`src/sv/tcw_pkg.sv`:
```
package tcw_pkg;

  // Fixed widths of the word fields
  localparam int POS_W  = 11;
  localparam int CELL_W = 16;
  // Widest cell address over the supported screen sizes (128 x 32)
  localparam int ADDR_W = 12;

  // Character codes
  localparam logic [7:0] CH_NEWLINE = 8'h0A;
  localparam logic [7:0] CH_RETURN  = 8'h0D;
  localparam logic [7:0] CH_SPACE   = 8'h20;

  localparam logic [7:0]        TEXT_COLOR_RESET = 8'h0F;
  localparam logic [CELL_W-1:0] CELL_RESET       = 16'h0F20;

  typedef enum logic [1:0] {
    REQ_PUT   = 2'd0,
    REQ_READ  = 2'd1,
    REQ_WRITE = 2'd2,
    REQ_NONE  = 2'd3
  } req_type_t;

  typedef enum logic [2:0] {
    ST_CLEAR,
    ST_IDLE,
    ST_READ,
    ST_SCROLL,
    ST_FLUSH
  } ctrl_state_t;

  typedef struct packed {
    req_type_t  req_type;
    logic [7:0] char_code;
    logic [7:0] cell_color;
    logic [6:0] cell_column;
    logic [4:0] cell_row;
  } req_item_t;

  // One write port and one read port of the screen memory
  typedef struct packed {
    logic              we;
    logic [ADDR_W-1:0] waddr;
    logic [CELL_W-1:0] wdata;
    logic              re;
    logic [ADDR_W-1:0] raddr;
  } mem_req_t;

  typedef struct packed {
    logic idle;
    logic done;
  } ctrl_stat_t;

  // Build a cell: attribute in the high byte, newline shown as a space
  function automatic logic [CELL_W-1:0] make_cell(input logic [7:0] ch,
                                                  input logic [7:0] attr);
    logic [7:0] c;
    c = (ch == CH_NEWLINE) ? CH_SPACE : ch;
    return {attr, c};
  endfunction

endpackage

```
`src/sv/tcw_ctrl.sv`:
```
module tcw_ctrl #(
  parameter int COLUMNS = 80,
  parameter int ROWS    = 25
) (
  input  logic                       clk,
  input  logic                       rst,
  input  logic                       accept,
  input  tcw_pkg::req_item_t         item,
  input  logic [7:0]                 text_color,
  input  logic [tcw_pkg::CELL_W-1:0] rd_data,
  output tcw_pkg::mem_req_t          mem,
  output tcw_pkg::ctrl_stat_t        stat,
  output logic [tcw_pkg::CELL_W-1:0] done_data,
  output logic [tcw_pkg::POS_W-1:0]  cursor_pos
);
  import tcw_pkg::*;

  localparam int CELLS = COLUMNS * ROWS;
  localparam int AW    = $clog2(CELLS);

  localparam logic [ADDR_W-1:0] COLS_A   = ADDR_W'(COLUMNS);
  localparam logic [AW-1:0]     IDX_LAST = AW'(CELLS - 1);
  localparam logic [AW-1:0]     IDX_KEEP = AW'(CELLS - COLUMNS);
  localparam logic [6:0]        COL_LAST = 7'(COLUMNS - 1);
  localparam logic [4:0]        ROW_LAST = 5'(ROWS - 1);

  ctrl_state_t state, state_next;
  logic [AW-1:0]     idx, idx_next;
  logic [4:0]        cur_row, row_next;
  logic [6:0]        cur_col, col_next;
  logic              wp_valid, wp_valid_next;
  logic [ADDR_W-1:0] wp_addr, wp_addr_next;
  logic              wp_blank, wp_blank_next;

  logic [ADDR_W-1:0] cur_addr;
  logic [ADDR_W-1:0] item_addr;
  logic              in_range;

  assign cur_addr   = ADDR_W'(cur_row) * COLS_A + ADDR_W'(cur_col);
  assign cursor_pos = cur_addr[POS_W-1:0];
  assign item_addr  = ADDR_W'(item.cell_row) * COLS_A + ADDR_W'(item.cell_column);
  assign in_range   = ({1'b0, item.cell_column} < 8'(COLUMNS)) &&
                      ({1'b0, item.cell_row} < 6'(ROWS));

  // State, sweep index, cursor and delayed scroll write
  always_ff @(posedge clk) begin
    if (rst) begin
      state    <= ST_CLEAR;
      idx      <= '0;
      cur_row  <= '0;
      cur_col  <= '0;
      wp_valid <= 1'b0;
    end else begin
      state    <= state_next;
      idx      <= idx_next;
      cur_row  <= row_next;
      cur_col  <= col_next;
      wp_valid <= wp_valid_next;
    end
  end

  always_ff @(posedge clk) begin
    wp_addr  <= wp_addr_next;
    wp_blank <= wp_blank_next;
  end

  // Next state, memory accesses and completion
  always_comb begin
    state_next    = state;
    idx_next      = idx;
    row_next      = cur_row;
    col_next      = cur_col;
    wp_valid_next = 1'b0;
    wp_addr_next  = wp_addr;
    wp_blank_next = wp_blank;
    mem           = '0;
    stat          = '0;
    done_data     = '0;

    // Retire the scroll write whose source was read last cycle
    if (wp_valid) begin
      mem.we    = 1'b1;
      mem.waddr = wp_addr;
      mem.wdata = wp_blank ? make_cell(CH_SPACE, text_color) : rd_data;
    end

    unique case (state)
      ST_CLEAR: begin
        mem.we    = 1'b1;
        mem.waddr = ADDR_W'(idx);
        mem.wdata = CELL_RESET;
        idx_next  = idx + 1'b1;
        if (idx == IDX_LAST) begin
          idx_next   = '0;
          state_next = ST_IDLE;
        end
      end
      ST_IDLE: begin
        stat.idle = 1'b1;
        if (accept) begin
          unique case (item.req_type)
            REQ_PUT: begin
              if (item.char_code == CH_RETURN) begin
                col_next  = '0;
                stat.done = 1'b1;
              end else begin
                mem.we    = 1'b1;
                mem.waddr = cur_addr;
                mem.wdata = make_cell(item.char_code, text_color);
                if (cur_col == COL_LAST || item.char_code == CH_NEWLINE) begin
                  col_next = '0;
                  if (cur_row == ROW_LAST) begin
                    idx_next   = '0;
                    state_next = ST_SCROLL;
                  end else begin
                    row_next  = cur_row + 1'b1;
                    stat.done = 1'b1;
                  end
                end else begin
                  col_next  = cur_col + 1'b1;
                  stat.done = 1'b1;
                end
              end
            end
            REQ_READ: begin
              if (in_range) begin
                mem.re     = 1'b1;
                mem.raddr  = item_addr;
                state_next = ST_READ;
              end else begin
                stat.done = 1'b1;
              end
            end
            REQ_WRITE: begin
              if (in_range) begin
                mem.we    = 1'b1;
                mem.waddr = item_addr;
                mem.wdata = make_cell(item.char_code, item.cell_color);
              end
              stat.done = 1'b1;
            end
            REQ_NONE: begin
              stat.done = 1'b1;
            end
          endcase
        end
      end
      ST_READ: begin
        stat.done  = 1'b1;
        done_data  = rd_data;
        state_next = ST_IDLE;
      end
      ST_SCROLL: begin
        // Read the cell one row below and write it in the next cycle; the bottom row is written blank
        wp_valid_next = 1'b1;
        wp_addr_next  = ADDR_W'(idx);
        if (idx < IDX_KEEP) begin
          mem.re        = 1'b1;
          mem.raddr     = ADDR_W'(idx) + COLS_A;
          wp_blank_next = 1'b0;
        end else begin
          wp_blank_next = 1'b1;
        end
        idx_next = idx + 1'b1;
        if (idx == IDX_LAST) begin
          idx_next   = '0;
          state_next = ST_FLUSH;
        end
      end
      ST_FLUSH: begin
        stat.done  = 1'b1;
        state_next = ST_IDLE;
      end
      default: begin
        state_next = ST_IDLE;
      end
    endcase
  end

`ifndef ASSERT_OFF
  a_wp_no_accept: assert property (@(posedge clk) disable iff (rst)
    !(wp_valid && accept))
    else $error("scroll write overlaps an accepted word");

  a_read_one_cycle: assert property (@(posedge clk) disable iff (rst)
    state == ST_READ |=> state == ST_IDLE)
    else $error("read did not complete in one cycle");

  a_scroll_flush: assert property (@(posedge clk) disable iff (rst)
    (state == ST_SCROLL && idx == IDX_LAST) |=> (state == ST_FLUSH && wp_valid))
    else $error("scroll ended without its last write");

  a_col_range: assert property (@(posedge clk) disable iff (rst)
    accept |-> ({1'b0, cur_col} < 8'(COLUMNS) && {1'b0, cur_row} < 6'(ROWS)))
    else $error("cursor out of screen");
`endif

endmodule
```
`config.mk`:
```
export PLATFORM = sky130hd
export DESIGN_NAME = tcw_ctrl
export DESIGN_NICKNAME = d
export VERILOG_FILES = /design/src/sv/tcw_pkg.sv /design/src/sv/tcw_ctrl.sv
export SDC_FILE = /design/constraint.sdc
export NUM_CORES = 1
export LEC_CHECK = 0
export BUFFER_PORTS_ARGS = -buffer_cell sky130_fd_sc_hd__buf_4
export CORE_MARGIN = 3
export CORE_UTILIZATION = 52
export CTS_CLUSTER_SIZE = 25
export DETAILED_ROUTE_END_ITERATION = 10
export GPL_ROUTABILITY_DRIVEN = 0
export PLACE_DENSITY = 0.84
export SYNTH_ARGS = -nofsm -noshare
export SYNTH_HDL_FRONTEND = slang
export SYNTH_SLANG_ARGS = --single-unit
```
`constraint.sdc`:
```
create_clock -name clk -period 3.02 [get_ports clk]
set_input_delay 0.302 -clock clk [delete_from_list [all_inputs] [get_ports clk]]
set_output_delay 0.302 -clock clk [all_outputs]
set_load 0.005 [all_outputs]
```
======== After elaboration in Yosys (flattened, before gate mapping) ========
Index checks and enable logic that the tools add are counted.
word-level totals
  bits in registers ....................... 39
  bits of input ports ..................... 57
  output and inout port bits .............. 71
cells by class
  add/sub/neg operators ................... 6
  multipliers ............................. 2
  magnitude comparators ................... 3
  equal/unequal tests ..................... 24
  muxes and demuxes ....................... 41
  bitwise gates (word level) .............. 2
  reduce and logical (&&, ||, !) cells .... 12
operator list
  kind                                              count
  one-hot mux 29 bit (2 select lines)               2
  two-way mux 29 bit                                3
  two-way mux 11 bit                                6
  two-way mux 42 bit                                1
  two-way mux 13 bit                                3
  two-way mux 16 bit                                2
  one-hot mux 13 bit (2 select lines)               1
  adder 12 x 7 -> 12 bit                            2
  one-hot mux 11 bit (2 select lines)               1
  two-way mux 3 bit                                 7
  == test 8 x 4 -> 1 bit, second input constant     2
  multiplier 5 x 3 -> 8 bit, second input constant  2
  two-way mux 7 bit                                 2
  adder 11 x 7 -> 12 bit, second input constant     1
  != test 2 bit, second input constant              6
  != test 3 bit, second input constant              4
  AND reduction 6 bit                               2
  adder 11 x 1 -> 11 bit, second input constant     1
  == test 11 bit, second input constant             1
  < comparator 11 bit, second input constant        1
  one-hot mux 3 bit (3 select lines)                1
  two-way mux 1 bit                                 8
  two-way mux 8 bit                                 1
  AND reduction 8 bit                               1
  24 further kinds                                  29

======== Depth between registers and ports, before layout ========
  depth in word-level cells ............... 7
  gate-level depth with buffers ........... 9

======== Worst setup path after synthesis ========
OpenSTA, ideal clock, no wires.
  kind .................................... register to output
  from .................................... register cur_row[3]
  to ...................................... output mem[39] in the netlist's numbering
  data arrival time ....................... 2.283 ns
  path slack .............................. 0.435 ns
  cell stages (with the launch flop) ...... 10
  buffers on the path ..................... 0
  cell sequence ........................... dfxtp_1 > ha_1 > ha_1 > fa_1 > nand2_1 > nor2_1 > o21ai_0 > xor2_1 > a221o_1 > a31oi_1
RTL lines
  what                    line            text
  from (decl)             tcw_ctrl.sv:29  logic [4:0] cur_row, row_next;
  from (signal assigned)  tcw_ctrl.sv:56  cur_row <= row_next;
  to (decl)               tcw_ctrl.sv:11  output tcw_pkg::mem_req_t mem,

==> results.toml <==
[critical_path]
max_stage_delay_ns = 0.55
worstPathRequired_ns = 2.72
cpLargestDelayFamily = "adder cells"
path_cells = "ha_4 > ha_4 > fa_2 > nand2_2 > nor2_1 > o21ai_1 > xor2_1 > a221o_1 > a31oi_2 > buf_4"
start_kind = "register"
path_buf_inv = 1
crit_slowest_cell = "fa_2"
cpMostUsedCell = "ha_4"
critical_path_arrival_ns = 2.75
crit_type = "register to output pin"
path_max_fanout = 2
cp-end-kind = "output pin"

[detailed_routing]
route.detailed.drc = 0
drt_iter0_markers = 341
viasPerCell = 6.354
antenna_left = 0
wirelength_um = 13400
vias = 4397
wl_per_cell_um = 19.37
drt_first_pass_iters = 6

[logic_synthesis]
synth-seq-cells = 39
synth_cell_type_count = 67
ys_seq_area_frac = 0.2364
postSynthCellCount = 477
synth_nets = 562
yosysTopAreaCell = "dfxtp_1"
netlist_area_mm2 = 0.003811
async_flop_share = 0
synth_edf_count = 12
synth.top_cell.area_share = 0.1418
avgSynthCellArea_um2 = 7.990
synth_flop_cell = "dfxtp_1"
synth.area.top_cells = "dfxtp_1, edfxtp_1, ha_1, nand2_1, nor2_1"
yosysWarningCount = 0

[placed_design]
place_area_mm2 = 0.004820
hpwl_um = 10240
port_buffers = 127

[global_route]
antenna_found_initial = 0
overflow = 0
grt_pass1_wl_um = 20860
grt_pass1_vias = 4117
grt_start_max_net_pins = 24
grt_usage = 0.3080

[sta]
fin_hold_ws_ns = 0.3468
clock_skew_ns = 0.008103
relSlewSlack = 0.5040
fin_crit_sh = 1.012
hold_viol = 0
setup_slack_ns = -0.03618
finalSetupViolations = 1
slew_violations = 0
rsz0062_at_grt = "true"
period_needed_ns = 3.056
timing.setup.tns_ns = -0.03618
worst_slew_pin_slew_ns = 0.7441
fmax_mhz = 327.2

[pwr]
powerDensity_mw_per_mm2 = 246.9
max-vdd-ir-drop_uv = 545.5
p_leak_nw = 2.164

[finish]
final_util = 0.7245
multiInputGateArea_mm2 = 0.002790
final_common_cell = "buf_4"
final_cell_mix = "buf_4, nand2_1, nor2_1"
register_area_um2 = 912.1
nFillCells = 532
drive_gt1_frac = 0.2936
insertedDiodeCount = 0
nNetsFinal = 680
finalInstanceArea_mm2 = 0.005031
syn_to_final_growth_pct = 32.01

[floorplan]
core_mm2 = 0.006944
dieArea_mm2 = 0.008392
pin_count = 128
die_w_um = 91.61
start_util = 0.5488
die_h_um = 91.61
core.rowCount = 30

[clock_network]
clk_pin_slew_ns = 0.08
clock_sinks = 39
htree_levels = 2
numCtsBuffers = 5
clock_latency_ns = 0.30
cts_root_buf = "clkbuf_8"
cts_tree = "yes"
ctsHoldBuffers = 0
cts_buffer_depth = 2

[outcome]
status = "finished, violations left"
violations = "negative setup slack"

[hold_path]
hp-class = "input port to register"

[job]
drv_cap = 0
-- through the flow --
step / worst slack [ns] / total power, mW / cells
after floorplan: 0.4345 / 0.6849 / 477
after global placement: 0.1158 / 0.8006 / 680
after detailed placement: 0.008000 / 0.8064 / 680
after CTS: 0.005216 / 1.235 / 690
after global routing: -0.08748 / 1.286 / 692
final: -0.03618 / 1.242 / 692
-- state kept, by name, summed over array words and instances, names as in the netlist --
name	count
wp_addr	11
cur_col	7
state	3
wp_valid	1
cur_row	5
idx	11
wp_blank	1
-- timing repair --
item / CTS / global route
pin swaps: 4 / 5
setup buffers: 2 / 2
resized for setup: 13 / 5
setup endpoints to repair: 3 / 2
-- power by group --
group / switching (mW) / internal [mW]
Combinational: 0.139 / 0.118
Clock: 0.194 / 0.246
Sequential: 0.00642 / 0.539
Total: 0.340 / 0.902
-- path summary, 6_finish.rpt --
kind              startpoint          to  slack (ns)  cells after the start
setup / recovery  cur_row[1]     mem[39]       -0.04                     10
hold reg to reg       idx[1]  wp_addr[1]        0.54                      0
hold / removal           rst  cur_row[1]        0.35                      2
setup reg to reg    state[0]  cur_col[5]        0.43                      6
-- cells by family after synthesis --
| family | count (synthesis) | synth area share |
|---|---|---|
| XOR/XNOR | 26 | 0.05975 |
| adder cells (fa/ha/maj) | 28 | 0.09980 |
| AO/OA/AOI/OAI | 145 | 0.2653 |
| multiplexers | 12 | 0.03316 |
| flip-flops | 39 | 0.2364 |
| buffers and inverters | 41 | 0.04662 |
| AND/OR/NAND/NOR | 186 | 0.2590 |
-- synth_stat cells (6+ instances only) --
master / number
o21ai_0: 10
a22oi_1: 11
xor2_1: 10
a21o_1: 7
and2_1: 24
a22o_1: 8
edfxtp_1: 12
nand2b_1: 7
nand2_1: 47
dfxtp_1: 27
o21ai_1: 13
nor2_1: 42
inv_1: 10
mux2i_1: 7
a21oi_1: 31
o221ai_1: 6
ha_1: 24
clkbuf_1: 19
and3_1: 7
o22ai_1: 11
nand3_1: 13
a311oi_1: 8
xnor2_1: 16
nor2b_1: 8
nand4_1: 8
-- layer usage --
metal	part of all wire	track usage
met1	0.38	0.3855
met2	0.47	0.5100
met3	0.096	0.04594
met4	0.051	0.1621
met5	0	0
-- worst reg2reg max path: stages (launching register included) --
cell and delay [ns]:
dfxtp_1 0.49, nor3b_2 0.49, nand2_1 0.50, nor2_1 0.56, nand4_1 0.20, xnor2_1 0.18, nor2_1 0.05
-- cell type report --
cell class              count  share of cell area
multi-input cells         397              0.5546
repair buffers            140              0.2089
flip-flops and latches     39              0.1813
well taps                  96             0.02387
clock buffers               5             0.01368
inverters                  12            0.008953
clock inverters             3            0.008704
Note: power is estimated with default switching activity, not from simulation.
